**src/imubc_pkg.sv**
```systemverilog
`timescale 1ns / 1ps

package imubc_pkg;

  localparam int AxisN        = 6;
  localparam int AccelZ       = 2;
  localparam int CntW         = 16;
  localparam int SumW         = 23;
  localparam int DiffW        = 24;
  localparam int ScaleW       = 20;
  localparam int ProdW        = DiffW + ScaleW;
  localparam int FracW        = 24;
  localparam int ShW          = ProdW - FracW;
  localparam int GravW        = 18;
  localparam int ZSumW        = ShW + 1;
  localparam int OutW         = 19;
  localparam int SecW         = 32;
  localparam int NsecW        = 30;
  localparam int CfgIdxW      = 2;
  localparam int CfgDataW     = 20;
  localparam int CalibSamples = 100;
  localparam int CntrW        = 7;

  localparam logic [ScaleW-1:0] AccelScaleRst = ScaleW'(411055);
  localparam logic [ScaleW-1:0] GyroScaleRst  = ScaleW'(327692);
  localparam logic [GravW-1:0]  GravityRst    = GravW'(10015);
  localparam logic [CntrW-1:0]  CalibInit     = CntrW'(CalibSamples);
  localparam logic signed [SumW-1:0] CalibMul = SumW'(CalibSamples);

  localparam logic signed [ZSumW-1:0] OutMax = ZSumW'((1 << (OutW - 1)) - 1);
  localparam logic signed [ZSumW-1:0] OutMin = -ZSumW'(1 << (OutW - 1));

  typedef logic signed [CntW-1:0]   cnt_t;
  typedef logic signed [SumW-1:0]   sum_t;
  typedef logic signed [DiffW-1:0]  diff_t;
  typedef logic        [ScaleW-1:0] scale_t;
  typedef logic signed [ProdW-1:0]  prod_t;
  typedef logic signed [GravW-1:0]  grav_t;
  typedef logic signed [OutW-1:0]   res_t;

  typedef enum logic [CfgIdxW-1:0] {
    CfgAccelScale = 2'd0,
    CfgGyroScale  = 2'd1,
    CfgGravity    = 2'd2
  } cfg_reg_e;

  typedef struct packed {
    logic cal_add;
    logic s1_en;
    logic s2_en;
  } lane_ctrl_t;

  function automatic res_t sat_res(input logic signed [ZSumW-1:0] v);
    res_t r;
    if (v > OutMax) begin
      r = OutMax[OutW-1:0];
    end else if (v < OutMin) begin
      r = OutMin[OutW-1:0];
    end else begin
      r = v[OutW-1:0];
    end
    return r;
  endfunction

endpackage

```
**src/imubc_lane.sv**
```systemverilog
`timescale 1ns / 1ps

module imubc_lane (
  input  logic                   clk_i,
  input  logic                   rst_ni,
  input  imubc_pkg::lane_ctrl_t  ctrl_i,
  input  imubc_pkg::cnt_t        cnt_i,
  input  imubc_pkg::scale_t      scale_i,
  output imubc_pkg::prod_t       prod_o
);
  import imubc_pkg::*;

  sum_t  sum_q, sum_d;
  sum_t  cnt_ext;
  sum_t  cnt_x;
  diff_t diff_q, diff_d;
  prod_t prod_q, prod_d;
  logic signed [ScaleW:0] scale_s;

  assign cnt_ext = SumW'(cnt_i);
  assign cnt_x   = cnt_ext * CalibMul;
  assign sum_d   = sum_q + cnt_ext;
  assign diff_d  = DiffW'(cnt_x) - DiffW'(sum_q);
  assign scale_s = $signed({1'b0, scale_i});
  assign prod_d  = ProdW'(diff_q) * ProdW'(scale_s);

  always_ff @(posedge clk_i or negedge rst_ni) begin
    if (!rst_ni) begin
      sum_q <= '0;
    end else if (ctrl_i.cal_add) begin
      sum_q <= sum_d;
    end
  end

  always_ff @(posedge clk_i) begin
    if (ctrl_i.s1_en) begin
      diff_q <= diff_d;
    end
    if (ctrl_i.s2_en) begin
      prod_q <= prod_d;
    end
  end

  assign prod_o = prod_q;

endmodule

```
**config.mk**
```make
export PLATFORM = sky130hd
export DESIGN_NAME = imubc_lane
export DESIGN_NICKNAME = d
export VERILOG_FILES = /design/src/imubc_pkg.sv /design/src/imubc_lane.sv
export SDC_FILE = /design/constraint.sdc
export NUM_CORES = 2
export LEC_CHECK = 0
export ABC_AREA = 1
export BUFFER_PORTS_ARGS = -buffer_cell sky130_fd_sc_hd__buf_4
export CORE_MARGIN = 1.5
export CORE_UTILIZATION = 40
export CTS_CLUSTER_SIZE = 24
export DETAILED_ROUTE_END_ITERATION = 12
export PLACE_DENSITY = 0.55
export SETUP_SLACK_MARGIN = 0.2
export SLEW_MARGIN = 20
export SYNTH_ARGS = -nofsm -noshare
export SYNTH_HDL_FRONTEND = slang
export SYNTH_SLANG_ARGS = --single-unit
```
**constraint.sdc**
```tcl
create_clock -name clk_i -period 5.7 [get_ports clk_i]
set_clock_uncertainty 0.05 [all_clocks]
set_input_delay 1.14 -clock clk_i [delete_from_list [all_inputs] [get_ports clk_i]]
set_output_delay 1.14 -clock clk_i [all_outputs]
set_load 0.005 [all_outputs]
```
==> reports/metrics.cfg <==
[synth]
postSynthCellCount=3581
yosysTopAreaCell=fa_1
syn_area_per_cell_sq_um=7.424
synth_seq_cells=91
ys_warn_count=0
syn_area_sq_um=26590
netlist_top_cells_area=fa_1 38%, inv_1 15%, nand2_1 15%, ha_1 9.8%, edfxtp_1 7.7%
synth_flop_cell=edfxtp_1
ys_async_sr_fraction_pct=25.27
seq_area_frac_synth_pct=9.846
synth_nets=4331
synthDistinctLibCells=38
synth_top_area_share_pct=37.65
synth_edf_count=68

[die]
initial_core_util_pct=40.44
core-area_sq_um=65750
num_io_pins=85
dieArea_sq_um=68020
die_w_um=260.8
rows=94
die_h_um=260.8

[timing]
layout_setup_ws_ns=-0.6916
maxSlewHeadroom_pct=28.70
final_hold_viol_count=0
min_period_ns=6.392
tightestPinTransition_ns=1.066
fmax_ghz=0.1565
fin_crit_sh_pct=112.1
slew_violations=0
rsz0062_at_grt=yes
setup_viol=35

[placed_design]
dpl_cell_area_sq_um=30980
dp_hpwl_um=63760
gp_congestion=0.9014
port_buffers=84

[drt]
met2_length_um=35880
route.met3.wl_um=2460
routedWlPerCell_um=15.39
met1Wirelength_um=33990
drtAntennaViolNets=0
drtIter0Drc=1207
wl_um=73320
dr.pass1.iters=5
viasPerCell=4.659
highest_layer=met4
via_count=22201
route.detailed.drc=0

[grt]
overflow=0
antenna_found_initial=0
grt_pass1_wl_um=121300
grt_pass1_vias=23380
grt_max_degree=45
globalRouteTotalUtil_pct=22.73

[flow_run]
cap_violations=0

[layout]
diodes=0
fin_nets=4646
drive_gt1_share_pct=21.56
final_cell_mix=1015 x inv_1, 898 x nand2_1, 479 x fa_1, 309 x buf_4, 170 x ha_1
n_fill_cell=6504
area_growth_pct=25.64
multiInputGateArea_sq_um=21570
seq_area_sq_um=2618
layout_commonest_cell=inv_1
postLayoutCellArea_sq_um=33400

[setup_path]
cp-startpoint=scale_i[8]
end_kind=register
cpMaxStageDelayCell=fa_1
arrival_ns=6.49
cp.required_ns=5.80
cpLargestDelayFamily=adder cells
cp-start-kind=input pin
critPathMaxStageDelay_ns=0.57
cp_max_fo=6
path_class=input pin to register
reg2reg_from=diff_q[9]$_DFFE_PP_
crit_top_cell=fa_1
cp_num_buf_inv=9

[cts]
clkLatencyLatePin_ns=0.39
cts.htree.levels=3
clockRootBuffer=clkbuf_16
cts_tree=built
clock_path_buffers=2
path_clk_slew_ns=0.07
cts.sinks=91
numCtsBuffers=9

[worst_hold_path]
holdCritStartpoint=sum_q[12]$_DFFE_PN0P_
hp-class=register to register

[run_status]
violations=negative setup slack
status=finished with violations

repair_timing:
item | CTS | global route
gates resized for setup | 227 | 256
pin swaps | 119 | 181
endpoints found under the setup margin | 36 | 36
setup buffers | 15 | 21
hold buffers | 0 | 0
cloned | 2 | 2
hold endpoints to repair | 0 | 0
worst reg2reg max path, delay by kind of cell, from the launching register on:
family                   cells  cell delay (ns)
flip-flops                   1             0.44
adder cells (fa/ha/maj)      8             3.77
AND/OR/NAND/NOR              8             0.84
buffers and inverters       10             0.82
flip-flops by register name, summed over array words and instances, names as in the netlist:
name and count:
diff_q 24, prod_o 44, sum_q 23
cell families after synthesis:
kind of cell | Yosys count | share of synthesized area, %
DFF | 91 | 9.846
and+or+nand+nor | 1380 | 20.82
buffers and inverters | 1188 | 16.78
AOI/OAI and AO/OA | 155 | 3.158
xor gates and xnor gates | 58 | 1.911
adders and majority gates | 709 | 47.49
per-layer routing:
metal | GRT usage, % | vias up
li1 | - | 10889
met1 | 31.44 | 10915
met2 | 39.46 | 345
met3 | 1.399 | 52
met4 | 4.191 | 0
met5 | 0 | -
synth_stat cells (all sizes together), types with 3 or more instances:
library cell,instances
dfrtp,23
or2,6
nor3,7
o21a,3
inv,1095
o21ai,42
nand3,113
nand3b,6
a21o,5
a21oi,89
nand2,1071
fa,500
o21bai,8
nand4,34
edfxtp,68
nor2,139
clkbuf,91
ha,209
xor2,43
xnor2,15
per-stage QoR:
| step | setup slack [ns] | hold WS [ns] | cells | TNS, ns | util [%] |
|---|---|---|---|---|---|
| final | -0.6916 | 0.4774 | 4765 | -18.51 | 50.81 |
| after CTS | -0.7240 | 0.4848 | 4742 | -18.75 | 49.15 |
| after global placement | -1.247 | 0.4552 | 4709 | -37.87 | 47.12 |
| after detailed placement | -1.280 | 0.4671 | 4709 | -38.61 | 47.12 |
| after floorplan | -0.8182 | 0.4245 | 3581 | -17.18 | - |
| after global routing | -0.8713 | 0.5112 | 4765 | -24.58 | 50.81 |
final timing paths:
path | end | slack [ns] | cells past startpoint
min in group asynchronous | sum_q[8]$_DFFE_PN0P_ | 0.62 | 1
min | sum_q[12]$_DFFE_PN0P_ | 0.48 | 2
max reg2reg | prod_o[36]$_DFFE_PP_ | -0.44 | 26
max | prod_o[34]$_DFFE_PP_ | -0.69 | 26
max in group asynchronous | sum_q[17]$_DFFE_PN0P_ | 4.68 | 1
min reg2reg | sum_q[12]$_DFFE_PN0P_ | 0.48 | 2
cell type report:
| type | instances | share of cell area (%) |
|---|---|---|
| clock inverter | 5 | 0.1873 |
| sequential | 91 | 7.836 |
| clock buffer | 11 | 0.6967 |
| inverter | 1096 | 12.36 |
| timing repair buffer | 396 | 11.11 |
| multi-input combinational | 2302 | 64.57 |
| tap | 864 | 3.236 |
Power is left out: the tool's default activity adds up to more than one toggle a clock period on the data nets, which glitch-free logic cannot reach.
