===== config.mk =====
export PLATFORM = sky130hd
export DESIGN_NAME = imubc_merge
export DESIGN_NICKNAME = d
export VERILOG_FILES = /design/src/imubc_pkg.sv /design/src/imubc_merge.sv
export SDC_FILE = /design/constraint.sdc
export NUM_CORES = 1
export LEC_CHECK = 0
export BUFFER_PORTS_ARGS = -buffer_cell sky130_fd_sc_hd__buf_4
export CORE_AREA = 2 2 203 205
export CTS_CLUSTER_DIAMETER = 60
export DETAILED_ROUTE_END_ITERATION = 6
export DIE_AREA = 0 0 205 207
export PLACE_DENSITY_LB_ADDON = 0.08
export RECOVER_POWER = 50
export SLEW_MARGIN = 20
export SYNTH_ARGS = -nofsm -noshare
export SYNTH_HDL_FRONTEND = slang
export SYNTH_SLANG_ARGS = --single-unit

===== constraint.sdc =====
create_clock -name clk_i -period 3.8 [get_ports clk_i]
set_input_delay 0.76 -clock clk_i [delete_from_list [all_inputs] [get_ports clk_i]]
set_output_delay 0.76 -clock clk_i [all_outputs]
set_load 0.01 [all_outputs]

===== src/imubc_pkg.sv =====
`timescale 1ns / 1ps

package imubc_pkg;

  localparam int AxisN        = 6;
  localparam int AccelZ       = 2;
  localparam int CntW         = 16;
  localparam int SumW         = 23;
  localparam int DiffW        = 24;
  localparam int ScaleW       = 20;
  localparam int ProdW        = DiffW + ScaleW;
  localparam int FracW        = 24;
  localparam int ShW          = ProdW - FracW;
  localparam int GravW        = 18;
  localparam int ZSumW        = ShW + 1;
  localparam int OutW         = 19;
  localparam int SecW         = 32;
  localparam int NsecW        = 30;
  localparam int CfgIdxW      = 2;
  localparam int CfgDataW     = 20;
  localparam int CalibSamples = 100;
  localparam int CntrW        = 7;

  localparam logic [ScaleW-1:0] AccelScaleRst = ScaleW'(411055);
  localparam logic [ScaleW-1:0] GyroScaleRst  = ScaleW'(327692);
  localparam logic [GravW-1:0]  GravityRst    = GravW'(10015);
  localparam logic [CntrW-1:0]  CalibInit     = CntrW'(CalibSamples);
  localparam logic signed [SumW-1:0] CalibMul = SumW'(CalibSamples);

  localparam logic signed [ZSumW-1:0] OutMax = ZSumW'((1 << (OutW - 1)) - 1);
  localparam logic signed [ZSumW-1:0] OutMin = -ZSumW'(1 << (OutW - 1));

  typedef logic signed [CntW-1:0]   cnt_t;
  typedef logic signed [SumW-1:0]   sum_t;
  typedef logic signed [DiffW-1:0]  diff_t;
  typedef logic        [ScaleW-1:0] scale_t;
  typedef logic signed [ProdW-1:0]  prod_t;
  typedef logic signed [GravW-1:0]  grav_t;
  typedef logic signed [OutW-1:0]   res_t;

  typedef enum logic [CfgIdxW-1:0] {
    CfgAccelScale = 2'd0,
    CfgGyroScale  = 2'd1,
    CfgGravity    = 2'd2
  } cfg_reg_e;

  typedef struct packed {
    logic cal_add;
    logic s1_en;
    logic s2_en;
  } lane_ctrl_t;

  function automatic res_t sat_res(input logic signed [ZSumW-1:0] v);
    res_t r;
    if (v > OutMax) begin
      r = OutMax[OutW-1:0];
    end else if (v < OutMin) begin
      r = OutMin[OutW-1:0];
    end else begin
      r = v[OutW-1:0];
    end
    return r;
  endfunction

endpackage


===== src/imubc_merge.sv =====
`timescale 1ns / 1ps

module imubc_merge (
  input  logic                                clk_i,
  input  logic                                load_i,
  input  imubc_pkg::prod_t                    prod_i [imubc_pkg::AxisN],
  input  imubc_pkg::grav_t                    gravity_i,
  input  logic [imubc_pkg::SecW-1:0]          sec_i,
  input  logic [imubc_pkg::NsecW-1:0]         nsec_i,
  output imubc_pkg::res_t                     res_o [imubc_pkg::AxisN],
  output logic [imubc_pkg::SecW-1:0]          sec_o,
  output logic [imubc_pkg::NsecW-1:0]         nsec_o
);
  import imubc_pkg::*;

  res_t res_q [AxisN];
  res_t res_d [AxisN];
  logic [SecW-1:0]  sec_q;
  logic [NsecW-1:0] nsec_q;

  always_comb begin
    logic signed [ShW-1:0]   sh;
    logic signed [ZSumW-1:0] acc;
    for (int i = 0; i < AxisN; i++) begin
      sh  = prod_i[i][ProdW-1:FracW];
      acc = ZSumW'(sh);
      if (i == AccelZ) begin
        acc = acc + ZSumW'(gravity_i);
      end
      res_d[i] = sat_res(acc);
    end
  end

  always_ff @(posedge clk_i) begin
    if (load_i) begin
      res_q  <= res_d;
      sec_q  <= sec_i;
      nsec_q <= nsec_i;
    end
  end

  assign res_o  = res_q;
  assign sec_o  = sec_q;
  assign nsec_o = nsec_q;

endmodule


==> flow_results.org <==
** Outcome
- The flow ran to the end, but the final reports show violations.
- The final reports fail on max-capacitance violations, max-slew violations.

** Synth
- The synthesized design spends more area on one cell type than any other, namely sky130_fd_sc_hd__edfxtp_1.
- Ranked by total cell area, the synthesized netlist is headed by sky130_fd_sc_hd__edfxtp_1, sky130_fd_sc_hd__o21ai_0, sky130_fd_sc_hd__nor2_1.
- For this run, the register share of the synthesized area comes to 0.682.
- The share of synthesized area in the top cell type comes to 0.682.
- When the netlist entered floorplanning its net count stood at 1009.
- Average cell area after synthesis :: 12.1 µm²
- Post-Syn Instances :: 642
- Seq cells post-synth :: 176
- Counting distinct cell types in the post-synthesis netlist gives 45.
- Number of synthesis warnings :: 0
- The cell area that synthesis handed to floorplanning was 0.00775 mm².

** Floorplan
- Starting density of the core :: 0.192
- Die span in y :: 207 µm
- After floorplanning, the core was sized to cover 0.0404 mm².
- In this run the core area contains 74 standard-cell rows.
- The die covers 0.0424 mm².
- Die outline width :: 205 µm
- 522 I/O pins were placed.

** Clock network
- Clock tree from TritonCTS :: built
- Max Root-Sink Buffers :: 2
- Once the clock tree was built, the resizer swapped 0 gates to a different size.
- The number of hold buffers added after CTS was 0.
- Clock slew at reported path FFs :: 0.07 ns
- Number of buffers created by CTS :: 17
- The root buffer cell chosen for the clock tree is sky130_fd_sc_hd__clkbuf_16.
- CTS saw 176 sinks.
- Buffers added to address setup during post-CTS repair amount to 0.
- The H-tree was split into 4 levels.

** STA
- At the pin with the least slew margin, the transition time is 2.01 ns.
- In this run the tightest slew margin relative to its limit is -0.340.
- Clock period minus worst slack :: 3.31 ns
- The final number of hold-violating endpoints came to 0.
- Setup violations remaining at the end of the flow were counted as 0.
- Dividing the final minimum period by the clock period gives 0.870.
- RSZ-0062 raised after global routing :: no
- Max-slew violation count :: 74
- For this run, the top clock speed supported by timing is 302 MHz.

** Global routing
- Vias in the first global route :: 6072
- The initial antenna violation count was 2.
- Total track usage :: 0.129
- Global-route wire length before repair :: 39700 µm
- Leftover overflow at the end of global routing :: 0
- Entering global routing, the biggest net connects 74 pins.

** Critical path
- The worst setup path is of the primary input to register kind.
- Traced cell by cell, the critical path runs through clkbuf_2, buf_2.
- Crit path launch :: load_i
- STA classifies the critical path endpoint as a register.
- Count of buffer and inverter cells on the critical path :: 2
- Count of cell instances traversed by the critical path :: 2
- In this design, the stage delay of the slowest critical-path cell is 1.41 ns.
- Critical path endpoint :: res_o[8]$_SDFFCE_PN1P_
- Arrival time of data at the critical path endpoint :: 3.37 ns
- STA classifies the critical path startpoint as a primary input.
- The cell family contributing the most delay on the critical path is buffers and inverters.
- Data required time at the worst endpoint :: 3.86 ns
- Slowest cell on crit path :: sky130_fd_sc_hd__clkbuf_2
- Along the worst path, the maximum fanout reaches 73.

** Power
- The share of total power dissipated in the clock network is 0.350.
- Of the total power, the share spent switching nets is 0.270.
- The share of total power dissipated in sequential elements is 0.451.
- Fraction of power consumed by combinational cells :: 0.199
- For this design the ratio of total power to cell area is 455 mW/mm².
- Maximum vdd ir drop :: 0.000299 V
- Leakage component of the power :: 4.88 nW
- Cell internal power was estimated by the tool at 3.94 mW.
- Switching power total :: 1.45 mW

** Place
- The wire-length estimate of the detail-placed layout is 20800 µm.
- At the end of routability-driven placement, the weighted congestion stood at 0.789.
- Including well taps, the total number of placed cells is 1534.
- Port buffering added 377 buffers.

** Route
- For this run, design rule violations remaining after detail routing come to 0.
- After detailed routing, the total wire length is 27600 µm.
- The first detailed-routing pass ran for 4 iterations.
- Total number of vias :: 6243
- Routed wire per std cell :: 17.6 µm
- In this run the remaining antenna-violating nets after routing total 0.
- The detailed router finished its first iteration with 300 violations.
- In the routed layout, each cell is associated on average with a via count of 3.99.

** Cells and area
- Area used by multi-input combinational logic :: 0.00228 mm²
- Summing all flip-flop and latch instances after layout gives 0.00529 mm².
- In the final layout, the share of cells above drive strength 1 is 0.421.
- At the end of the flow the core is filled with cells to 0.293.
- Number of filler cells placed in the layout :: 4302
- For this run, the number of standard cells in the final layout without fillers is 1566.
- Layout net count :: 1388
- Count of antenna diodes in the layout :: 0
- From synthesis to final layout, the design area changed by 52.7%.

** Job
- Count of max-cap constraint violations :: 1

** Hold path
- Kind of path behind the tightest hold check :: primary input to register
[Yosys cell counts, drive strengths merged]
cell type  count
and2           1
inv            7
xor2           6
and4           1
and3           3
o31ai          4
nor2b          4
a211o          1
nand2         93
o21ai         88
a211oi         4
or3            2
a21oi         26
nand4          6
o211ai         6
ha            20
nor4           2
nand4b         1
edfxtp       176
buf            3
a311oi         1
xnor2          8
clkbuf        35
fa             1
nor2         115
o221ai         2
a22oi          1
o221a          1
o22a           1
a31oi          7
or2            2
a221oi         1
nor3           3
nand3          3
a21o           7
[cell families after synthesis]
| group | after synthesis | synth area share |
|---|---|---|
| AO/OA/AOI/OAI | 150 | 0.121 |
| XOR/XNOR | 14 | 0.0158 |
| adder cells (fa/ha/maj) | 21 | 0.0349 |
| buffers and inverters | 45 | 0.0234 |
| flip-flops | 176 | 0.682 |
| AND/OR/NAND/NOR | 236 | 0.123 |
[power groups by stage]
stage	clock network, mW	registers (mW)	logic (mW)
after floorplan	0	2.57	0.332
after global placement	0	2.47	1.11
after detailed placement	0	2.47	1.11
after CTS	1.98	2.43	1.11
after global routing	2.04	2.45	1.19
final	1.89	2.43	1.07
[sequential cells by signal, indices dropped and copies added, names as in the netlist]
register  count
res_o       114
sec_o        32
nsec_o       30
[routing by layer]
layer  routed length (µm)  GRT usage  vias up
li1                     -          -     3076
met2                13000      0.207      232
met1                11500      0.154     2906
met3                 2600     0.0543       25
met4                  455     0.0447        4
met5                   31          0        -
[cell usage in the layout (no fill, tap or decap), types with 7 or more instances in the layout]
cell type,synthesis,routed
sky130_fd_sc_hd__ha_1,20,20
sky130_fd_sc_hd__a21oi_1,25,25
sky130_fd_sc_hd__o21ai_0,87,87
sky130_fd_sc_hd__nor2_1,115,115
sky130_fd_sc_hd__clkbuf_4,0,61
sky130_fd_sc_hd__nand2_1,93,93
sky130_fd_sc_hd__edfxtp_1,176,176
sky130_fd_sc_hd__xnor2_1,8,8
sky130_fd_sc_hd__buf_4,1,327
sky130_fd_sc_hd__a21o_1,7,7
sky130_fd_sc_hd__a31oi_1,7,7
sky130_fd_sc_hd__clkbuf_16,0,17
sky130_fd_sc_hd__inv_1,7,7
[how the worst min path moves through the flow]
stage | startpoint | to | slack (ns) | cells after the start
2_1_floorplan | nsec_i[0] | nsec_o[0]$_DFFE_PP_ | 0.86 | 0
3_3_place_gp | nsec_i[17] | nsec_o[17]$_DFFE_PP_ | 0.94 | 1
3_5_place_dp | sec_i[25] | sec_o[25]$_DFFE_PP_ | 0.94 | 1
4_1_cts | sec_i[27] | sec_o[27]$_DFFE_PP_ | 0.44 | 1
5_1_grt | sec_i[26] | sec_o[26]$_DFFE_PP_ | 0.46 | 1
6_report | sec_i[29] | sec_o[29]$_DFFE_PP_ | 0.50 | 1
[through the flow]
stage	hold slack [ns]	setup WS (ns)	TNS (ns)	total power [mW]	area [µm²]
floorplan	0.859	0.483	0	2.90	7750
global placement	0.938	-0.00211	-0.00211	3.59	11300
detailed placement	0.939	0.0600	0	3.58	11300
CTS	0.439	0.520	0	5.53	11900
global route	0.465	0.220	0	5.68	11800
finish	0.504	0.493	0	5.39	11800
[layout make-up]
type | instances | area share
Clock buffer | 17 | 0.0359
Clock inverter | 15 | 0.0153
Inverter | 7 | 0.00222
Multi-Input combinational cell | 421 | 0.193
Sequential cell | 176 | 0.446
Tap cell | 532 | 0.0562
Timing Repair Buffer | 398 | 0.251
Power figures use the tool's default switching activity.
